===== config.mk =====
export PLATFORM = sky130hd
export DESIGN_NAME = gpu_command_stream_deframer_core
export DESIGN_NICKNAME = d
export VERILOG_FILES = /design/src/hw/rtl/gcsd_pkg.sv /design/src/hw/rtl/gcsd_in_stage.sv /design/src/hw/rtl/gcsd_parser.sv /design/src/hw/rtl/gcsd_out_stage.sv /design/src/hw/rtl/gpu_command_stream_deframer_core.sv
export SDC_FILE = /design/constraint.sdc
export NUM_CORES = 1
export LEC_CHECK = 0
export BUFFER_PORTS_ARGS = -buffer_cell sky130_fd_sc_hd__buf_2
export CAP_MARGIN = 10
export CORE_UTILIZATION = 45
export CTS_BUF_LIST = sky130_fd_sc_hd__clkbuf_4 sky130_fd_sc_hd__clkbuf_8 sky130_fd_sc_hd__clkbuf_16
export CTS_CLUSTER_DIAMETER = 120
export DETAILED_ROUTE_END_ITERATION = 12
export HOLD_SLACK_MARGIN = 0.12
export PLACE_DENSITY = 0.74
export SLEW_MARGIN = 10
export SYNTH_ARGS = -nofsm -noshare
export SYNTH_HDL_FRONTEND = slang
export SYNTH_HIERARCHICAL = 1
export SYNTH_SLANG_ARGS = --single-unit

===== constraint.sdc =====
create_clock -name aclk -period 6.19 [get_ports aclk]
set_clock_uncertainty 0.05 [all_clocks]
set_input_delay 0.3095 -clock aclk [delete_from_list [all_inputs] [get_ports aclk]]
set_output_delay 0.3095 -clock aclk [all_outputs]
set_load 0.05 [all_outputs]

===== src/hw/rtl/gcsd_pkg.sv =====
// Package for the GPU command stream deframer: parse phase codes, command ids,
// field widths and the item and result structs shared among the modules.
// No dependencies.
`timescale 1ns / 1ps

package gcsd_pkg;

    localparam int OFFSET_BITS_DEFAULT = 20;

    localparam int WORD_W   = 32;
    localparam int CMD_W    = 20;
    localparam int IDX_W    = 11;
    localparam int TOTAL_W  = 12;
    localparam int OFS_W    = 20;
    localparam int ENTRY_W  = 9;
    localparam int LANE_W   = 2;
    localparam int M_DATA_W = 128;

    // Header layout.
    localparam int CNT_LO = 20;
    localparam int CNT_HI = 30;

    localparam logic [CMD_W-1:0] CMD_VERTLIST_MODE = 20'hF02C0;
    localparam logic [CMD_W-1:0] CMD_ENTRY_LIST    = 20'hF02C1;

    // Parse phases.
    localparam logic [1:0] PH_FIRST  = 2'd0;
    localparam logic [1:0] PH_HEADER = 2'd1;
    localparam logic [1:0] PH_PARAMS = 2'd2;
    localparam logic [1:0] PH_PAD    = 2'd3;

    typedef struct packed {
        logic [WORD_W-1:0] word;
        logic              buffer_start;
    } in_item_t;

    typedef struct packed {
        logic                entry_incomplete;
        logic [LANE_W-1:0]   entry_lane;
        logic [ENTRY_W-1:0]  entry_index;
        logic [WORD_W-1:0]   vertex_list_mode;
        logic [OFS_W-1:0]    command_offset;
        logic                last_param;
        logic [WORD_W-1:0]   param_value;
        logic [IDX_W-1:0]    param_index;
        logic [CMD_W-1:0]    command_id;
    } result_t;

endpackage


===== src/hw/rtl/gcsd_in_stage.sv =====
// Input register of the deframer: captures one stream transfer and holds it
// until the parser can take it. Depends on gcsd_pkg.
`timescale 1ns / 1ps

module gcsd_in_stage (
    input  logic               aclk,
    input  logic               aresetn,
    input  logic               s_axis_tvalid,
    output logic               s_axis_tready,
    input  gcsd_pkg::in_item_t s_item,
    input  logic               pipe_ready,
    output logic               fire,
    output gcsd_pkg::in_item_t item
);

    logic               valid_reg;
    logic               valid_next;
    gcsd_pkg::in_item_t item_reg;

    assign fire          = valid_reg && pipe_ready;
    assign s_axis_tready = !valid_reg || pipe_ready;
    assign item          = item_reg;

    always_comb begin
        valid_next = valid_reg;
        if (s_axis_tvalid && s_axis_tready) begin
            valid_next = 1'b1;
        end else if (fire) begin
            valid_next = 1'b0;
        end
    end

    always_ff @(posedge aclk) begin
        if (!aresetn) begin
            valid_reg <= 1'b0;
        end else begin
            valid_reg <= valid_next;
        end
    end

    always_ff @(posedge aclk) begin
        if (s_axis_tvalid && s_axis_tready) begin
            item_reg <= s_item;
        end
    end

endmodule


===== src/hw/rtl/gcsd_parser.sv =====
// Parse state and result formation of the deframer: one word per fired cycle
// moves the phase and produces at most one result. Depends on gcsd_pkg.
`timescale 1ns / 1ps

module gcsd_parser #(
    parameter int OFFSET_BITS = gcsd_pkg::OFFSET_BITS_DEFAULT
) (
    input  logic               aclk,
    input  logic               aresetn,
    input  logic               fire,
    input  gcsd_pkg::in_item_t item,
    output logic               res_valid,
    output gcsd_pkg::result_t  res
);

    logic [1:0]                     phase_reg,  phase_next;
    logic [gcsd_pkg::WORD_W-1:0]    held_reg,   held_next;
    logic [gcsd_pkg::CMD_W-1:0]     cmd_reg,    cmd_next;
    logic [gcsd_pkg::TOTAL_W-1:0]   total_reg,  total_next;
    logic [gcsd_pkg::IDX_W-1:0]     npi_reg,    npi_next;
    logic [OFFSET_BITS-1:0]         wc_reg,     wc_next;
    logic [OFFSET_BITS-1:0]         cs_reg,     cs_next;
    logic [gcsd_pkg::WORD_W-1:0]    mode_reg,   mode_next;

    logic [1:0]                     phase_cur;
    logic [OFFSET_BITS-1:0]         pos;
    logic [gcsd_pkg::IDX_W-1:0]     e_idx;
    logic [gcsd_pkg::IDX_W-1:0]     e_idx_top;
    logic [gcsd_pkg::WORD_W-1:0]    e_val;
    logic                           e_last;
    logic                           is_entry;
    logic [OFFSET_BITS+gcsd_pkg::OFS_W-1:0] cs_ext;

    // A buffer start restarts the parse on this very word.
    assign phase_cur = item.buffer_start ? gcsd_pkg::PH_FIRST : phase_reg;
    assign pos       = item.buffer_start ? '0 : wc_reg;

    always_comb begin
        phase_next = phase_reg;
        held_next  = held_reg;
        cmd_next   = cmd_reg;
        total_next = total_reg;
        npi_next   = npi_reg;
        cs_next    = cs_reg;
        mode_next  = mode_reg;
        wc_next    = wc_reg;
        res_valid  = 1'b0;
        e_idx      = npi_reg;
        e_val      = item.word;
        if (fire) begin
            wc_next = pos + 1'b1;
            case (phase_cur)
                gcsd_pkg::PH_FIRST: begin
                    held_next  = item.word;
                    cs_next    = pos;
                    phase_next = gcsd_pkg::PH_HEADER;
                end
                gcsd_pkg::PH_HEADER: begin
                    cmd_next   = item.word[gcsd_pkg::CMD_W-1:0];
                    total_next = {1'b0, item.word[gcsd_pkg::CNT_HI:gcsd_pkg::CNT_LO]}
                                 + 1'b1;
                    if (item.word[gcsd_pkg::CMD_W-1:0] == gcsd_pkg::CMD_VERTLIST_MODE) begin
                        mode_next = held_reg;
                    end
                    e_idx     = '0;
                    e_val     = held_reg;
                    res_valid = 1'b1;
                    npi_next  = {{(gcsd_pkg::IDX_W-1){1'b0}}, 1'b1};
                    if (item.word[gcsd_pkg::CNT_HI:gcsd_pkg::CNT_LO] == '0) begin
                        phase_next = gcsd_pkg::PH_FIRST;
                    end else begin
                        phase_next = gcsd_pkg::PH_PARAMS;
                    end
                end
                gcsd_pkg::PH_PARAMS: begin
                    res_valid = 1'b1;
                    npi_next  = npi_reg + 1'b1;
                    // The next command must begin on an even offset.
                    if (({1'b0, npi_reg} + 1'b1) == total_reg) begin
                        phase_next = pos[0] ? gcsd_pkg::PH_FIRST : gcsd_pkg::PH_PAD;
                    end
                end
                default: begin
                    phase_next = gcsd_pkg::PH_FIRST;
                end
            endcase
        end
    end

    // Results use the command fields as they stand after this word.
    assign e_last    = ({1'b0, e_idx} + 1'b1) == total_next;
    assign e_idx_top = e_idx | gcsd_pkg::IDX_W'(3);
    assign is_entry  = cmd_next == gcsd_pkg::CMD_ENTRY_LIST;
    assign cs_ext    = {{gcsd_pkg::OFS_W{1'b0}}, cs_reg};

    always_comb begin
        res.command_id       = cmd_next;
        res.param_index      = e_idx;
        res.param_value      = e_val;
        res.last_param       = e_last;
        res.command_offset   = cs_ext[gcsd_pkg::OFS_W-1:0];
        res.vertex_list_mode = mode_next;
        res.entry_index      = is_entry ? e_idx[gcsd_pkg::IDX_W-1:2] : '0;
        res.entry_lane       = is_entry ? e_idx[1:0] : '0;
        res.entry_incomplete = is_entry && ({1'b0, e_idx_top} >= total_next);
    end

    always_ff @(posedge aclk) begin
        if (!aresetn) begin
            phase_reg <= gcsd_pkg::PH_FIRST;
            held_reg  <= '0;
            cmd_reg   <= '0;
            total_reg <= '0;
            npi_reg   <= '0;
            wc_reg    <= '0;
            cs_reg    <= '0;
            mode_reg  <= '0;
        end else begin
            phase_reg <= phase_next;
            held_reg  <= held_next;
            cmd_reg   <= cmd_next;
            total_reg <= total_next;
            npi_reg   <= npi_next;
            wc_reg    <= wc_next;
            cs_reg    <= cs_next;
            mode_reg  <= mode_next;
        end
    end

endmodule


===== src/hw/rtl/gcsd_out_stage.sv =====
// Result register of the deframer: holds one result until the downstream
// side takes it. Depends on gcsd_pkg.
`timescale 1ns / 1ps

module gcsd_out_stage (
    input  logic              aclk,
    input  logic              aresetn,
    input  logic              fire,
    input  logic              res_valid,
    input  gcsd_pkg::result_t res,
    output logic              pipe_ready,
    output logic              m_axis_tvalid,
    input  logic              m_axis_tready,
    output gcsd_pkg::result_t m_res
);

    logic              valid_reg;
    logic              valid_next;
    gcsd_pkg::result_t res_reg;

    assign pipe_ready    = !valid_reg || m_axis_tready;
    assign m_axis_tvalid = valid_reg;
    assign m_res         = res_reg;

    // A pad or first-parameter word clears the register if its result was taken; so does a take with no word.
    always_comb begin
        valid_next = valid_reg;
        if (fire) begin
            valid_next = res_valid;
        end else if (m_axis_tready) begin
            valid_next = 1'b0;
        end
    end

    always_ff @(posedge aclk) begin
        if (!aresetn) begin
            valid_reg <= 1'b0;
        end else begin
            valid_reg <= valid_next;
        end
    end

    always_ff @(posedge aclk) begin
        if (fire && res_valid) begin
            res_reg <= res;
        end
    end

endmodule


===== src/hw/rtl/gpu_command_stream_deframer_core.sv =====
// Top level of the GPU command stream deframer: input register, parser and
// result register. Depends on gcsd_pkg, gcsd_in_stage, gcsd_parser, gcsd_out_stage.
//
//   Channel  Ports        Contents
//   input    s_axis_*     tdata: word[31:0]; tuser: buffer_start
//   result   m_axis_*     tdata: parameter result fields; tlast: last_param
//
// One word per cycle is accepted while the result side does not stall; each word passes
// from the input register through the parser, and any result is offered from the result register.
// The parse state takes a single update for each word that is fired.
// Reset is synchronous and active low; it clears parse state and both valids.
// A stalled result holds the pipeline; the input register still fills once.
`timescale 1ns / 1ps

module gpu_command_stream_deframer_core #(
    parameter int OFFSET_BITS = gcsd_pkg::OFFSET_BITS_DEFAULT
) (
    input  logic         aclk,
    input  logic         aresetn,
    input  logic         s_axis_tvalid,
    output logic         s_axis_tready,
    input  logic [31:0]  s_axis_tdata,   // word[31:0]
    input  logic [0:0]   s_axis_tuser,   // buffer_start[0]
    output logic         m_axis_tvalid,
    input  logic         m_axis_tready,
    // command_id[19:0], param_index[30:20], param_value[62:31],
    // command_offset[82:63], vertex_list_mode[114:83], entry_index[123:115],
    // entry_lane[125:124], entry_incomplete[126], zero[127]
    output logic [127:0] m_axis_tdata,
    output logic         m_axis_tlast    // last_param
);

    gcsd_pkg::in_item_t s_item;
    gcsd_pkg::in_item_t item;
    gcsd_pkg::result_t  res;
    gcsd_pkg::result_t  m_res;
    logic               fire;
    logic               pipe_ready;
    logic               res_valid;

    assign s_item.word         = s_axis_tdata;
    assign s_item.buffer_start = s_axis_tuser[0];

    gcsd_in_stage u_in (
        .aclk          (aclk),
        .aresetn       (aresetn),
        .s_axis_tvalid (s_axis_tvalid),
        .s_axis_tready (s_axis_tready),
        .s_item        (s_item),
        .pipe_ready    (pipe_ready),
        .fire          (fire),
        .item          (item)
    );

    gcsd_parser #(
        .OFFSET_BITS (OFFSET_BITS)
    ) u_parser (
        .aclk      (aclk),
        .aresetn   (aresetn),
        .fire      (fire),
        .item      (item),
        .res_valid (res_valid),
        .res       (res)
    );

    gcsd_out_stage u_out (
        .aclk          (aclk),
        .aresetn       (aresetn),
        .fire          (fire),
        .res_valid     (res_valid),
        .res           (res),
        .pipe_ready    (pipe_ready),
        .m_axis_tvalid (m_axis_tvalid),
        .m_axis_tready (m_axis_tready),
        .m_res         (m_res)
    );

    assign m_axis_tdata = {1'b0,
                           m_res.entry_incomplete,
                           m_res.entry_lane,
                           m_res.entry_index,
                           m_res.vertex_list_mode,
                           m_res.command_offset,
                           m_res.param_value,
                           m_res.param_index,
                           m_res.command_id};
    assign m_axis_tlast = m_res.last_param;

endmodule

==> results.py <==
metrics = {
    "clocking": {
        "cts_sinks": 312,
        "cts_root_buf": "clkbuf_16",
        "clock_latency_ns": 0.56,
        "cts.clk_slew.worst_paths_ns": 0.06,
        "cts_max_path_buffers": 3,
        "tritoncts": "built",
        "htreeDepth": 1,
        "ctsResizeCount": 0,
        "cts_made_buffers": 31,
    },
    "drt": {
        "postRouteAntennaNets": 0,
        "firstDrtPassIters": 5,
        "finalWirelength_mm": 30.10,
        "avgRoutedWirePerCell_microns": 17.32,
        "viasPerCell": 5.225,
        "drt_first_iter_violations": 737,
        "drcViolationCount": 0,
        "via_count": 9081,
    },
    "setup_path": {
        "start_kind": "flop",
        "cp_slowest_stage_delay_ns": 0.83,
        "reg2reg_to": "u_out/m_res[127]",
        "path_max_fanout": 41,
        "endpoint_kind": "flop",
        "rrSetupSlack_ns": 2.07,
        "crit_chain": "nor2b_1 -> ha_1 -> nand2_2 -> buf_4 -> nor2_1 -> a21oi_1 -> ha_1 -> a211o_1 -> a211oi_1 -> nor3_1 -> o21ai_0 -> a211oi_1",
        "reg2reg_from": "u_in/item[0]",
        "required_ns": 6.44,
        "crit_slowest_cell": "edfxtp_1",
        "crit_type": "reg2reg",
        "arrival_ns": 4.37,
        "reg2reg_depth": 12,
    },
    "sta": {
        "max_freq_ghz": 0.2428,
        "rsz0062_at_grt": "false",
        "slew_headroom_pct": 20.06,
        "whs_ns": 0.2879,
        "worstMarginPinSlew_ns": 1.195,
        "setup_ws_ns": 2.072,
        "fin_crit_sh_pct": 66.53,
        "finalHoldViolCount": 0,
        "fin_tns_setup_ns": 0,
        "finalSetupViolCount": 0,
        "slew_viol_final": 0,
        "fin_crit_ns": 4.118,
    },
    "pwr": {
        "power_density_nw_per_um2": 290.5,
        "p_leak_uw": 0.005945,
        "peakVddDrop_v": 0.0002216,
        "seqPwrFrac_pct": 51.8,
        "p_sw_uw": 949.1,
        "share_comb_of_total_power_pct": 4.1,
        "switching_share_pct": 21.85,
        "clkPwrFrac_pct": 44.1,
        "cellInternalPower_uw": 3395,
    },
    "global_routing": {
        "overflow": 0,
        "grt_pass1_wl_mm": 46.61,
        "grt_pass1_vias": 8732,
        "grt_max_degree": 65,
        "antenna_found_initial": 1,
        "grt_use_total_pct": 20.90,
    },
    "placement": {
        "dpl_worst_slack_ns": 2.105,
        "dpl_cell_area_sq_um": 13530,
        "gp_congestion": 0.8555,
        "dp_hpwl_mm": 19.22,
        "io_buffers": 166,
    },
    "logic_synthesis": {
        "synthCells": 1166,
        "ys_ff_latch": 312,
        "syn_nets": 1221,
        "synth_edf_count": 161,
        "yosys_warnings": 6,
        "async_flop_share_pct": 0,
        "synth.avg_cell_area_sq_um": 10.70,
        "synth_area_sq_um": 12470,
        "synth-seq-area-share_pct": 63.00,
        "synth_top_flop_cell": "edfxtp_1",
        "ys_types": 63,
    },
    "run": {
        "drv_cap": 0,
    },
    "floorplan": {
        "ios": 168,
        "die_y_microns": 168.5,
        "num_rows": 60,
        "fp.coreArea_sq_um": 27100,
        "start_util_pct": 46.02,
        "dieArea_sq_um": 28390,
        "dieWidth_microns": 168.5,
    },
    "worst_hold_path": {
        "min_path_type": "in2reg",
        "min_path_cells": 2,
        "hold_start": "aresetn",
        "worstHoldEndpoint": "u_out/m_axis_tvalid",
    },
    "cells_and_area": {
        "area_delta_synth_final_pct": 19.88,
        "layout-drive-gt1-share_pct": 20.07,
        "largest_register_ffs": 128,
        "fin_nets": 1395,
        "fin_area_sq_um": 14950,
        "fill_cells": 2270,
    },
    "status": {
        "status": "finished clean",
    },
}
[how the worst max path moves through the flow]
| stage | start | endpoint |
|---|---|---|
| 3_3_place_gp | u_in/item[0] | u_out/m_res[127] |
| 3_5_place_dp | u_in/item[0] | u_out/m_res[127] |
| 4_1_cts | u_in/item[0] | u_out/m_res[127] |
| 6_report | u_in/item[0] | u_out/m_res[127] |
| 5_1_grt | u_in/item[0] | u_out/m_res[127] |
| 2_1_floorplan | u_out/m_axis_tvalid | u_out/m_res[63] |
[worst max-delay path: cells and delay by family, from the launching register on]
kind,cells,cell delay [ns]
AO/OA/AOI/OAI,5,0.93
AND/OR/NAND/NOR,4,0.93
adder cells (fa/ha/maj),2,0.57
flip-flops,1,0.83
buffers and inverters,1,0.51
[what timing repair did]
item | CTS | global route
buffers inserted | 0 | 0
endpoints found under the hold margin | 35 | 0
hold buffers | 36 | 0
[metal layers]
| layer | GRT usage, % | share of wire, % | routed length (microns) | up-vias |
|---|---|---|---|---|
| met3 | 3.390 | 6.6 | 1987 | 62 |
| li1 | - | - | - | 4326 |
| met1 | 26.82 | 41 | 12360 | 4349 |
| met4 | 6.640 | 3.0 | 892 | 0 |
| met2 | 36.12 | 49 | 14860 | 344 |
| met5 | 0 | 0 | 0 | - |
[logic make-up (layout without fill, tap and decap cells)]
group,after synthesis,count (layout),share of synthesized area [%]
fa+ha+maj,18,18,1.806
buf+inv,83,282,2.809
flops,312,312,63.00
simple gates,528,528,19.44
compound gates,143,143,6.451
mux,37,37,3.311
xor+xnor,44,44,3.150
other cells,1,2,0.03007
[placed cells by master (no fill, tap or decap), types with 4 or more instances in the layout]
cell and n:
dlygate4sd3_1 36, clkinv_2 7, inv_1 15, nand3_1 25, o21ai_0 23, a31oi_1 4, clkbuf_4 5, clkinv_1 5
clkbuf_16 31, dfxtp_1 151, ha_1 18, a21oi_1 95, xnor2_1 25, nor3_1 12, mux2_2 31, nand2b_1 7
and2_2 5, and3_1 6, edfxtp_1 161, buf_4 6, and2_1 48, nor2b_1 5, nand3b_1 14, nand4_1 11
nor2_1 75, nand2_1 288, nor4_1 8, buf_2 166, bufinv_16 4, xor2_1 18
[cell usage after synthesis, types with 12 or more instances]
cell        n  area, sq um
edfxtp_1  161         4835
nand3_1    25        125.1
o21ai_0    23        115.1
xnor2_1    25        219.0
mux2_2     31        349.1
dfxtp_1   151         3023
a21oi_1    95        475.5
xor2_1     18        157.7
nand2_1   290         1089
nand3b_1   14        105.1
inv_1      15        56.30
and2_1     50        312.8
nor2_1     75        281.5
ha_1       18        225.2
clkbuf_1   47        176.4
nor3_1     12        60.06
[power groups by stage]
stage / Clock (uW) / Sequential [uW] / Combinational (uW)
5_1_grt: 2030 / 2250 / 194
4_1_cts: 1950 / 2250 / 175
3_5_place_dp: 0 / 2290 / 156
2_1_floorplan: 0 / 2280 / 107
3_3_place_gp: 0 / 2290 / 153
6_report: 1920 / 2250 / 176
[through the flow]
stage	util, %	std cells	power (uW)
2_1_floorplan	-	1166	2385
3_3_place_gp	49.93	1643	2447
3_5_place_dp	49.93	1643	2450
4_1_cts	55.16	1737	4372
5_1_grt	55.17	1738	4478
6_report	55.17	1738	4344
[final cells by class]
type | instances | area, sq um | share of cell area (%)
Inverter | 16 | 61.31 | 0.4100
Tap cell | 372 | 465.4 | 3.113
Multi-Input combinational cell | 771 | 4272 | 28.57
Clock inverter | 21 | 230.2 | 1.540
Clock buffer | 37 | 827.0 | 5.531
Timing Repair Buffer | 208 | 1236 | 8.268
Sequential cell | 312 | 7858 | 52.55
Antenna cell | 1 | 2.502 | 0.01674
No activity file was read; power rests on OpenSTA's default activity.
